===== src/rtl/core/pbm_pkg.sv =====
// Package for the pixel blend block: blend mode codes and lane control struct.
// Used by pbm_lane, pbm_merge and pixel_blend_modes.
package pbm_pkg;

    localparam int MODE_BITS = 4;

    localparam logic [MODE_BITS-1:0] MODE_NORMAL     = 4'd0;
    localparam logic [MODE_BITS-1:0] MODE_ADD        = 4'd1;
    localparam logic [MODE_BITS-1:0] MODE_SUBTRACT   = 4'd2;
    localparam logic [MODE_BITS-1:0] MODE_MULTIPLY   = 4'd3;
    localparam logic [MODE_BITS-1:0] MODE_DIVIDE     = 4'd4;
    localparam logic [MODE_BITS-1:0] MODE_SCREEN     = 4'd5;
    localparam logic [MODE_BITS-1:0] MODE_OVERLAY    = 4'd6;
    localparam logic [MODE_BITS-1:0] MODE_DODGE      = 4'd7;
    localparam logic [MODE_BITS-1:0] MODE_BURN       = 4'd8;
    localparam logic [MODE_BITS-1:0] MODE_DIFFERENCE = 4'd9;
    localparam logic [MODE_BITS-1:0] MODE_DARKEN     = 4'd10;
    localparam logic [MODE_BITS-1:0] MODE_LIGHTEN    = 4'd11;

    // Pipeline control that travels beside the lane data.
    typedef struct packed {
        logic                 valid;
        logic [MODE_BITS-1:0] mode;
        logic                 force_zero;
        logic                 force_max;
    } pbm_ctrl_t;

endpackage


===== src/rtl/core/pbm_div.sv =====
// Pipelined restoring divider, one quotient bit per stage, saturating at M.
// Depends on nothing; used by pbm_lane.
module pbm_div #(
    parameter int W = 8
) (
    input  logic           aclk,
    input  logic           en,
    input  logic [2*W-1:0] num,
    input  logic [W-1:0]   den,
    output logic [W-1:0]   quot
);
    // Quotient is clamped to W+1 bits: any value >= 2^W saturates anyway.
    localparam int QB = W + 1;
    localparam logic [W-1:0] M = {W{1'b1}};

    // Stage k holds the partial result after quotient bit QB-1-k.
    logic [2*W-1:0] rem_reg  [QB];
    logic [QB-1:0]  q_reg    [QB];
    logic [W-1:0]   den_reg  [QB];
    logic           big_reg  [QB];
    logic           zero_reg [QB];

    for (genvar k = 0; k < QB; k++) begin : g_stage
        localparam int SH = QB - 1 - k;
        logic [2*W-1:0] rem_in;
        logic [QB-1:0]  q_in;
        logic [W-1:0]   den_in;
        logic           big_in;
        logic           zero_in;
        logic [3*W:0]   trial;
        logic [3*W:0]   rem_x;
        if (k == 0) begin : g_first
            assign rem_in  = num;
            assign q_in    = '0;
            assign den_in  = den;
            // Overflow beyond W+1 quotient bits: num >= den * 2^QB.
            assign big_in  = (num >> QB) >= {{W{1'b0}}, den};
            assign zero_in = (den == '0);
        end else begin : g_rest
            assign rem_in  = rem_reg[k-1];
            assign q_in    = q_reg[k-1];
            assign den_in  = den_reg[k-1];
            assign big_in  = big_reg[k-1];
            assign zero_in = zero_reg[k-1];
        end
        assign rem_x = {{(W+1){1'b0}}, rem_in};
        assign trial = {{(2*W+1){1'b0}}, den_in} << SH;
        always_ff @(posedge aclk) begin
            if (en) begin
                den_reg[k]  <= den_in;
                big_reg[k]  <= big_in;
                zero_reg[k] <= zero_in;
                if (rem_x >= trial) begin
                    rem_reg[k] <= (2*W)'(rem_x - trial);
                    q_reg[k]   <= q_in | (QB'(1) << SH);
                end else begin
                    rem_reg[k] <= rem_in;
                    q_reg[k]   <= q_in;
                end
            end
        end
    end

    always_comb begin
        if (zero_reg[QB-1] || big_reg[QB-1] || q_reg[QB-1][W]) begin
            quot = M;
        end else begin
            quot = q_reg[QB-1][W-1:0];
        end
    end
endmodule


===== src/rtl/core/pbm_lane.sv =====
// One channel lane of the blend: all modes for one bottom/top channel pair.
// Depends on pbm_pkg and pbm_div.
module pbm_lane #(
    parameter int W = 8
) (
    input  logic                       aclk,
    input  logic                       en,
    input  logic [pbm_pkg::MODE_BITS-1:0] mode,
    input  logic [W-1:0]               b,
    input  logic [W-1:0]               t,
    output logic [W-1:0]               res
);
    localparam logic [W-1:0] M = {W{1'b1}};
    localparam int LAT = W + 2;   // divider depth plus entry stage
    localparam logic [2*W-1:0] MW    = {{W{1'b0}}, M};
    localparam logic [2*W-1:0] ONE_W = {{(2*W-1){1'b0}}, 1'b1};
    localparam logic [2*W+1:0] MX    = {{(W+2){1'b0}}, M};
    localparam logic [2*W+1:0] ONE_X = {{(2*W+1){1'b0}}, 1'b1};

    // Stage 0: operand setup and multiplies.
    logic [W-1:0]   nb, nt;
    logic [2*W-1:0] bw, tw, nbw, ntw;
    logic [2*W-1:0] prod_next;
    logic [2*W-1:0] dnum;
    logic [W-1:0]   dden;
    logic           hi_b;
    assign nb   = M - b;
    assign nt   = M - t;
    assign bw   = {{W{1'b0}}, b};
    assign tw   = {{W{1'b0}}, t};
    assign nbw  = {{W{1'b0}}, nb};
    assign ntw  = {{W{1'b0}}, nt};
    assign hi_b = ({1'b0, b} << 1) >= {1'b0, M};

    always_comb begin
        case (mode)
            pbm_pkg::MODE_SCREEN:  prod_next = nbw * ntw;
            pbm_pkg::MODE_OVERLAY: prod_next = hi_b ? nbw * ntw : bw * tw;
            pbm_pkg::MODE_BURN:    prod_next = nbw * MW;
            default:               prod_next = bw * tw;
        endcase
        dnum = bw * MW;
        dden = (mode == pbm_pkg::MODE_DODGE) ? nt : t;
    end

    logic [2*W-1:0] prod_reg;
    logic [W-1:0]   b_reg, t_reg;
    logic [pbm_pkg::MODE_BITS-1:0] mode_reg;
    logic           hi_reg;
    always_ff @(posedge aclk) begin
        if (en) begin
            prod_reg <= prod_next;
            b_reg    <= b;
            t_reg    <= t;
            mode_reg <= mode;
            hi_reg   <= hi_b;
        end
    end

    // Stage 1: divide product by M (exact: x/M for x < M*M+M).
    // floor(x/M) = (x + (x>>W) + 1) >> W for x < M*M+M.
    logic [2*W+1:0] p2;
    logic [2*W+1:0] pm;
    logic [2*W+1:0] fl;
    logic [2*W+1:0] cl;
    logic [W-1:0]   flq, clq;
    logic [W-1:0]   simple_next;
    assign p2  = (mode_reg == pbm_pkg::MODE_OVERLAY) ? {1'b0, prod_reg, 1'b0}
                                                     : {2'b0, prod_reg};
    assign pm  = p2 + MX - ONE_X;
    assign fl  = (p2 + (p2 >> W) + ONE_X) >> W;
    assign cl  = (pm + (pm >> W) + ONE_X) >> W;
    assign flq = (fl > MX) ? M : fl[W-1:0];
    assign clq = (cl > MX) ? M : cl[W-1:0];

    always_comb begin
        logic [W:0] sum;
        sum = {1'b0, b_reg} + {1'b0, t_reg};
        case (mode_reg)
            pbm_pkg::MODE_ADD:        simple_next = sum[W] ? M : sum[W-1:0];
            pbm_pkg::MODE_SUBTRACT:   simple_next = (b_reg > t_reg) ? b_reg - t_reg : '0;
            pbm_pkg::MODE_MULTIPLY:   simple_next = flq;
            pbm_pkg::MODE_SCREEN:     simple_next = M - clq;
            pbm_pkg::MODE_OVERLAY:    simple_next = hi_reg ? M - clq : flq;
            pbm_pkg::MODE_DIFFERENCE: simple_next = (b_reg > t_reg) ? b_reg - t_reg
                                                                    : t_reg - b_reg;
            pbm_pkg::MODE_DARKEN:     simple_next = (b_reg < t_reg) ? b_reg : t_reg;
            pbm_pkg::MODE_LIGHTEN:    simple_next = (b_reg > t_reg) ? b_reg : t_reg;
            default:                  simple_next = t_reg;
        endcase
    end

    // Burn: M - ceil((M-b)*M/t), 0 when t == 0 or (M-b) >= t.
    // ceil(a/t) = floor((a + t - 1)/t); quotient < M here so no clamp matters.
    logic [2*W-1:0] bnum;
    logic [2*W-1:0] div_num;
    logic [W-1:0]   div_den;
    logic           burn0_next;
    assign burn0_next = (t == '0) || (nb >= t);
    assign bnum    = nbw * MW + tw - ONE_W;
    assign div_num = (mode == pbm_pkg::MODE_BURN) ? bnum : dnum;
    assign div_den = dden;

    logic [W-1:0] quot;
    pbm_div #(.W(W)) u_div (
        .aclk (aclk),
        .en   (en),
        .num  (div_num),
        .den  (div_den),
        .quot (quot)
    );

    // Delay the simple result and flags to line up with the divider output.
    logic [W-1:0] simple_pipe [LAT-2];
    logic [pbm_pkg::MODE_BITS-1:0] mode_pipe [LAT-2];
    logic burn0_pipe [LAT-1];
    always_ff @(posedge aclk) begin
        if (en) begin
            simple_pipe[0] <= simple_next;
            mode_pipe[0]   <= mode_reg;
            burn0_pipe[0]  <= burn0_next;
            for (int i = 1; i < LAT-2; i++) begin
                simple_pipe[i] <= simple_pipe[i-1];
                mode_pipe[i]   <= mode_pipe[i-1];
            end
            for (int i = 1; i < LAT-1; i++) begin
                burn0_pipe[i] <= burn0_pipe[i-1];
            end
        end
    end

    always_comb begin
        case (mode_pipe[LAT-3])
            pbm_pkg::MODE_DIVIDE, pbm_pkg::MODE_DODGE: res = quot;
            pbm_pkg::MODE_BURN: res = burn0_pipe[LAT-2] ? '0 : M - quot;
            default: res = simple_pipe[LAT-3];
        endcase
    end
endmodule


===== src/rtl/core/pbm_merge.sv =====
// Merge stage: applies whole-pixel overrides to the lane results.
// Depends on pbm_pkg.
module pbm_merge #(
    parameter int W = 8
) (
    input  pbm_pkg::pbm_ctrl_t ctrl,
    input  logic [4*W-1:0]     lanes,
    output logic [4*W-1:0]     pixel
);
    always_comb begin
        if (ctrl.force_zero) begin
            pixel = '0;
        end else if (ctrl.force_max) begin
            pixel = '1;
        end else begin
            pixel = lanes;
        end
    end
endmodule


===== src/rtl/core/pixel_blend_modes.sv =====
// Pixel blend modes: four channel lanes blend bottom and top RGBA pixels.
// Pipeline: CHANNEL_BITS+2 register stages, the bit-per-stage pipelined divider
// in each lane plus the output register.
// Throughput: one pixel per clock while m_tready is high; a held output beat
// stalls the whole pipe and drops s_tready.
// Reset: synchronous active-low aresetn clears valid bits and the mode to normal.
// Depends on pbm_pkg, pbm_lane, pbm_div, pbm_merge.
module pixel_blend_modes #(
    parameter int CHANNEL_BITS = 8
) (
    input  logic                      aclk,
    input  logic                      aresetn,
    // cfg: mode select in bits [3:0]
    input  logic                      cfg_valid,
    output logic                      cfg_ready,
    input  logic [7:0]                cfg_data,
    // tdata: bottom_red, bottom_green, bottom_blue, bottom_alpha,
    //        top_red, top_green, top_blue, top_alpha (lowest first)
    input  logic                      s_tvalid,
    output logic                      s_tready,
    input  logic [8*CHANNEL_BITS-1:0] s_tdata,
    // tdata: out_red, out_green, out_blue, out_alpha (lowest first)
    output logic                      m_tvalid,
    input  logic                      m_tready,
    output logic [4*CHANNEL_BITS-1:0] m_tdata
);
    localparam int W   = CHANNEL_BITS;
    localparam int LAT = W + 2;
    localparam logic [W-1:0] M = {W{1'b1}};

    logic [pbm_pkg::MODE_BITS-1:0] mode_reg;
    assign cfg_ready = 1'b1;

    // Whole pipeline stalls together when the output holds a beat.
    logic en;
    assign en       = !m_tvalid || m_tready;
    assign s_tready = en;

    always_ff @(posedge aclk) begin
        if (!aresetn) begin
            mode_reg <= pbm_pkg::MODE_NORMAL;
        end else if (cfg_valid) begin
            mode_reg <= cfg_data[pbm_pkg::MODE_BITS-1:0];
        end
    end

    logic [W-1:0] b [4];
    logic [W-1:0] t [4];
    for (genvar i = 0; i < 4; i++) begin : g_unpack
        assign b[i] = s_tdata[i*W +: W];
        assign t[i] = s_tdata[(i+4)*W +: W];
    end

    // Whole-pixel override flags from the RGB divisor.
    pbm_pkg::pbm_ctrl_t ctrl_in;
    logic t_rgb_zero, t_rgb_max;
    assign t_rgb_zero = (t[0] == '0) && (t[1] == '0) && (t[2] == '0);
    assign t_rgb_max  = (t[0] == M) && (t[1] == M) && (t[2] == M);
    always_comb begin
        ctrl_in.valid      = s_tvalid;
        ctrl_in.mode       = mode_reg;
        ctrl_in.force_zero = ((mode_reg == pbm_pkg::MODE_DIVIDE) && t_rgb_zero)
                          || ((mode_reg == pbm_pkg::MODE_DODGE) && t_rgb_max);
        ctrl_in.force_max  = (mode_reg == pbm_pkg::MODE_BURN) && t_rgb_zero;
    end

    // Control delay line, advanced with the lanes.
    pbm_pkg::pbm_ctrl_t ctrl_pipe [LAT];
    always_ff @(posedge aclk) begin
        if (!aresetn) begin
            for (int i = 0; i < LAT; i++) begin
                ctrl_pipe[i].valid <= 1'b0;
            end
        end else if (en) begin
            ctrl_pipe[0] <= ctrl_in;
            for (int i = 1; i < LAT; i++) begin
                ctrl_pipe[i] <= ctrl_pipe[i-1];
            end
        end
    end

    logic [4*W-1:0] lanes;
    for (genvar i = 0; i < 4; i++) begin : g_lane
        pbm_lane #(.W(W)) u_lane (
            .aclk (aclk),
            .en   (en),
            .mode (mode_reg),
            .b    (b[i]),
            .t    (t[i]),
            .res  (lanes[i*W +: W])
        );
    end

    logic [4*W-1:0] pixel;
    pbm_merge #(.W(W)) u_merge (
        .ctrl  (ctrl_pipe[LAT-2]),
        .lanes (lanes),
        .pixel (pixel)
    );

    // Output register: the last pipeline stage.
    logic [4*W-1:0] out_reg;
    always_ff @(posedge aclk) begin
        if (en) begin
            out_reg <= pixel;
        end
    end
    assign m_tvalid = ctrl_pipe[LAT-1].valid;
    assign m_tdata  = out_reg;
endmodule

===== config.mk =====
export PLATFORM = sky130hd
export DESIGN_NAME = pixel_blend_modes
export DESIGN_NICKNAME = d
export VERILOG_FILES = /design/src/rtl/core/pbm_pkg.sv /design/src/rtl/core/pbm_div.sv /design/src/rtl/core/pbm_lane.sv /design/src/rtl/core/pbm_merge.sv /design/src/rtl/core/pixel_blend_modes.sv
export SDC_FILE = /design/constraint.sdc
export NUM_CORES = 2
export LEC_CHECK = 0
export ABC_AREA = 1
export BUFFER_PORTS_ARGS = -buffer_cell sky130_fd_sc_hd__buf_2
export CAP_MARGIN = 20
export CELL_PAD_IN_SITES_DETAIL_PLACEMENT = 2
export CELL_PAD_IN_SITES_GLOBAL_PLACEMENT = 2
export CORE_MARGIN = 8
export CORE_UTILIZATION = 34
export DETAILED_ROUTE_END_ITERATION = 7
export PLACE_DENSITY_LB_ADDON = 0.1
export SYNTH_ARGS = -nofsm -noshare
export SYNTH_HDL_FRONTEND = slang
export SYNTH_SLANG_ARGS = --single-unit

===== constraint.sdc =====
create_clock -name aclk -period 84.5 [get_ports aclk]
set_input_delay 4.225 -clock aclk [delete_from_list [all_inputs] [get_ports aclk]]
set_output_delay 4.225 -clock aclk [all_outputs]
set_load 0.01 [all_outputs]

# --- Word-level counts from Yosys, hierarchy flattened ---
# Memories as Yosys holds them, arrays and structs flattened.
# Index checks and enable logic that the tools add are counted.
word_totals:
  register_bits: 172
  mem_bits_rw: 1750
  inputBits: 77
  output_inout_bits: 35
  elab_cells: 744
  memories: 33
mem_list:
  columns: ["memory", "depth", "width", "rd", "rd_ports_with_merged_regs", "wr", "line_no", "source"]
  rows:
  - ["g_lane[0].u_lane.u_div.rem_reg", 9, 16, 8, 0, 9, "pbm_div.sv:17", "logic [2*W-1:0] rem_reg [QB];"]
  - ["g_lane[1].u_lane.u_div.rem_reg", 9, 16, 8, 0, 9, "pbm_div.sv:17", null]
  - ["g_lane[2].u_lane.u_div.rem_reg", 9, 16, 8, 0, 9, "pbm_div.sv:17", null]
  - ["g_lane[3].u_lane.u_div.rem_reg", 9, 16, 8, 0, 9, "pbm_div.sv:17", null]
  - ["g_lane[0].u_lane.u_div.q_reg", 9, 9, 9, 0, 9, "pbm_div.sv:18", "logic [QB-1:0] q_reg [QB];"]
  - ["g_lane[1].u_lane.u_div.q_reg", 9, 9, 9, 0, 9, "pbm_div.sv:18", null]
  - ["+27 memories", null, null, null, null, null, null, null]
classes:
  n_addsub: 96
  mul: 16
  magnitude_cmp: 64
  n_eq_ne: 28
  muxes: 372
  n_bitwise: 82
  n_reduce_logical: 34
ops:
  columns: ["cell", "count"]
  rows:
  - ["16-bit two-way mux", 44]
  - ["8-bit two-way mux", 44]
  - ["9-bit two-way mux", 36]
  - ["8-bit one-hot mux with 8 select lines", 4]
  - ["1-bit two-way mux", 231]
  - ["16-bit one-hot mux with 3 select lines", 4]
  - ["18-bit by 1-bit adder with 18-bit output, second input constant", 8]
  - ["18-bit by 10-bit adder with 18-bit output", 8]
  - ["8-bit by 8-bit multiplier with 16-bit output", 8]
  - ["8-bit by 8-bit multiplier with 16-bit output, second input constant", 8]
  - ["8-bit subtractor, first input constant", 16]
  - ["1-bit bitwise OR", 82]
  - ["10-bit by 8-bit > comparator with 1-bit output, second input constant", 8]
  - ["18-bit by 8-bit adder with 18-bit output, second input constant", 4]
  - ["18-bit by 1-bit subtractor with 18-bit output, second input constant", 4]
  - ["17-bit two-way mux", 4]
  - ["16-bit by 8-bit adder with 16-bit output", 4]
  - ["16-bit by 10-bit >= comparator with 1-bit output", 4]
  - ["16-bit by 11-bit >= comparator with 1-bit output", 4]
  - ["16-bit by 12-bit >= comparator with 1-bit output", 4]
  - ["16-bit by 13-bit >= comparator with 1-bit output", 4]
  - ["16-bit by 14-bit >= comparator with 1-bit output", 4]
  - ["16-bit by 15-bit >= comparator with 1-bit output", 4]
  - ["16-bit >= comparator", 4]
  - ["31 further kinds", 147]

# --- Depth between registers and ports, before layout ---
depth:
  ltp_word: 11
  depth_mapped: 43
  mapped_depth_nobuf: 42

# --- Hierarchy ---
# A second synthesis with hierarchy kept.
hier_totals:
  cells_unflattened: 13597
  area_unflattened_um2: 123937.6
modules_own_cells:
  columns: ["module", "n_inst", "cells_per_inst", "area_each_um2", "seq_area_each_um2"]
  rows:
  - ["pbm_div", 4, 1385, 13604.3, 7657.3]
  - ["pbm_lane (g_lane[1].u_lane)", 1, 1960, 16578.4, 4234.1]
  - ["pbm_lane (g_lane[0].u_lane)", 1, 1936, 16468.3, 4234.1]
  - ["pbm_lane (g_lane[2].u_lane)", 1, 1949, 16460.8, 4234.1]
  - ["pbm_lane (g_lane[3].u_lane)", 1, 1948, 16438.3, 4234.1]
  - ["pixel_blend_modes", 1, 194, 3285.7, 2872.8]
  - ["pbm_merge", 1, 70, 289.0, 0.0]

# --- Worst setup path before layout ---
# OpenSTA, ideal clock, no wires.
synth_timing:
  kind: "input-to-output"
  startpoint: "input m_tready"
  endpoint: "output s_tready"
  t_arrival_ns: 26.652
  t_required_ns: 80.275
  path_slack_ns: 53.623
  stages: 3
  path_buffers: 1
  cell_sequence: "nor2_1 > inv_1 > clkbuf_1"
synth_between:
  elab_chain_cells: 1
synth_rtl:
  columns: ["item", "line_no", "source"]
  rows:
  - ["start: declaration", "pixel_blend_modes.sv:24", "input logic m_tready,"]
  - ["1-bit logical OR", "pixel_blend_modes.sv:36", "assign en = !m_tvalid || m_tready;"]
  - ["end: declaration", "pixel_blend_modes.sv:20", "output logic s_tready,"]
# No other way between the ends.

==> metrics.yaml <==
status: "completed"
worst_pin_slew_ns: 1.17
synth_fp_nets: 13700
rows: 210
end_kind: "flip-flop"
clk_latency_ns: 0.86
worstHoldEndpoint: "g_lane[2].u_lane.u_div.q_reg[5][7]"
synth-edff-count: 1527
clock_sinks: 1540
grt_pass1_vias: 94600
drc: 0
synthFlopType: "edfxtp_1"
synth_area_um2: 112000
hold_viol_final: 0
slew_violations: 0
vias: 83000
io_buffers: 106
yosys-top-cells-count: "inv_1, nand2_1, edfxtp_1"
min-delay-start: "g_lane[2].u_lane.u_div.q_reg[4][7]"
routedWlPerCell_um: 22.0
post_cts.repair.setup_buffers: 0
num_io_pins: 112
finalClockSkew_ns: 0.0852
post_cts_resized: 0
grt_setup_unrepaired: "false"
syn2layout_area_growth_pct: 10.6
drive_gt1_share_pct: 4.98
grt_first_pass_wirelength_mm: 563
hold_path.class: "flip-flop to flip-flop"
ir_worst_vdd_mv: 0.0292
drtAntennaViolNets: 0
ys_seq_elements: 1540
initial_core_util_pct: 34.2
clockRootBuffer: "clkbuf_16"
overflow: 0
cpMostUsedCell: "inv_1"
cp_slowest_cell: "buf_2"
leakage_nw: 58.1
synthDistinctLibCells: 70
n_fill_cell: 35800
synth_largest_area_cell: "edfxtp_1"
cts_buffer_depth: 4
reg2reg_depth: 27
ys_warn_count: 0
r2r_slack_ns: 78.56
largest_reg_flops: 512
drtIter0Drc: 3195
clk_pin_slew_ns: 0.06
r2r-start: "g_lane[1].u_lane.mode_reg[3]"
antenna_found_initial: 18
max_stage_delay_ns: 0.63
cts-hold-fix-buffers: 0
crit_type: "input pin to flip-flop"
async_reset_ff_share_pct: 0
fp.coreArea_um2: 327000
timing.slew.headroom_pct: 21.0
syn_inst: 11800
h-tree-depth: 4
cap_violations: 0
nNetsFinal: 13900
grt_start_max_net_pins: 159
ys_seq_area_share_pct: 41.2
synth_top_area_share_pct: 41.0
synth_area_per_cell_um2: 9.47
finalCritPeriodShare_pct: 14.6
fin_setup_tns_ns: 0
fmax_ghz: 0.0809
dieArea_um2: 348000
grt_usage_pct: 20.5
viasPerCell: 5.03
fin_util_pct: 37.8
dr.pass1.iters: 5
hpwlAfterDp_mm: 282
r2r_end: "g_lane[3].u_lane.simple_pipe[0][3]"
yosys-top-cells-area: "edfxtp_1, ha_1, fa_1, inv_1, nand2_1"
dieHeight_um: 590
die_w_um: 590
routabilityCongestion: 0.834
setup_violations: 0
routed_wl_mm: 362
min_period_ns: 12.35
powerDensity_nw_per_um2: 39.1
crit_fanout: 22
cts_buffers: 183
critical_path_arrival_ns: 12.90
cp-start-kind: "input pin"
synth_most_common_cell: "inv_1"
crit_required_ns: 85.05
cts_tree: "built"
whs_path_depth: 0
kinds of logic (layout without fill, tap and decap cells):
kind of cell / Yosys count / after routing / share of synthesized area (%)
simple gates: 3707 / 3707 / 13.8
fa+ha+maj: 1760 / 1760 / 23.4
xor+xnor: 485 / 485 / 3.79
flops: 1540 / 1540 / 41.2
buf+inv: 2425 / 2751 / 8.21
mux: 3 / 3 / 0.0291
compound gates: 1908 / 1908 / 9.63
other cells: 1 / 4 / 0.00335
worst max path at each step:
stage	cells past startpoint	slack, ns	endpoint	from
after floorplan	3	53.62	s_tready	m_tready
after global placement	37	71.55	g_lane[0].u_lane.u_div.rem_reg[0][14]	s_tdata[0]
after detailed placement	37	71.35	g_lane[0].u_lane.u_div.rem_reg[0][14]	s_tdata[0]
after CTS	37	72.28	g_lane[0].u_lane.u_div.rem_reg[0][14]	s_tdata[0]
after global routing	42	71.65	g_lane[0].u_lane.u_div.rem_reg[0][14]	s_tdata[0]
final	42	72.15	g_lane[0].u_lane.u_div.rem_reg[0][14]	s_tdata[0]
metal layers:
| metal | track usage, % | wire (um) |
|---|---|---|
| met1 | 27.2 | 167000 |
| met2 | 36.6 | 178000 |
| met3 | 1.60 | 8470 |
| met4 | 4.58 | 8690 |
| met5 | 0 | 0 |
power breakdown:
part	switching [mW]	internal [mW]
clock network	0.328	0.451
logic	1.79	0.991
registers	0.130	1.15
total	2.25	2.60
cell usage in the layout, fill, tap and decap left out, drive strengths merged, types with 18 or more instances in the layout:
cell       n
inv     2218
nand2   2077
edfxtp  1527
ha      1208
a21oi    865
nor2     826
o21ai    596
fa       552
nand3    400
xor2     323
clkbuf   211
buf      206
xnor2    162
nor3     132
nand4     96
clkinv    93
o21bai    69
a31oi     66
nor4      61
or2       55
o221ai    44
a21o      39
o211ai    38
o22ai     30
o21a      26
nand3b    26
a211oi    23
a22oi     18
o31ai     18
cell type report:
| class | count | area (um^2) | area share, % |
|---|---|---|---|
| sequential | 1540 | 46100 | 37.2 |
| multi-input combinational | 7864 | 56700 | 45.8 |
| tap | 4346 | 5440 | 4.39 |
| timing repair buffer | 206 | 1410 | 1.14 |
| inverter | 2220 | 8350 | 6.74 |
| clock buffer | 211 | 4690 | 3.79 |
| clock inverter | 114 | 1130 | 0.910 |
| antenna | 3 | 7.51 | 0.00606 |
critical path: cells and delay by family:
kind / cells / cell delay [ns]
buffers and inverters: 9 / 1.71
AND/OR/NAND/NOR: 19 / 3.12
XOR/XNOR: 1 / 0.14
adder cells (fa/ha/maj): 7 / 2.59
AO/OA/AOI/OAI: 6 / 1.07
stage by stage:
step / total power, mW / cell area (um^2) / hold WS, ns / std cells / setup slack, ns
after floorplan: 3.20 / 112000 / 0.400 / 11800 / 53.62
after global placement: 3.94 / 118000 / 0.401 / 16200 / 71.55
after detailed placement: 4.09 / 118000 / 0.405 / 16200 / 71.35
after CTS: 4.92 / 124000 / 0.367 / 16500 / 72.28
after global routing: 5.31 / 124000 / 0.377 / 16500 / 71.65
final: 4.85 / 124000 / 0.372 / 16500 / 72.15
Power figures use the tool's default switching activity.
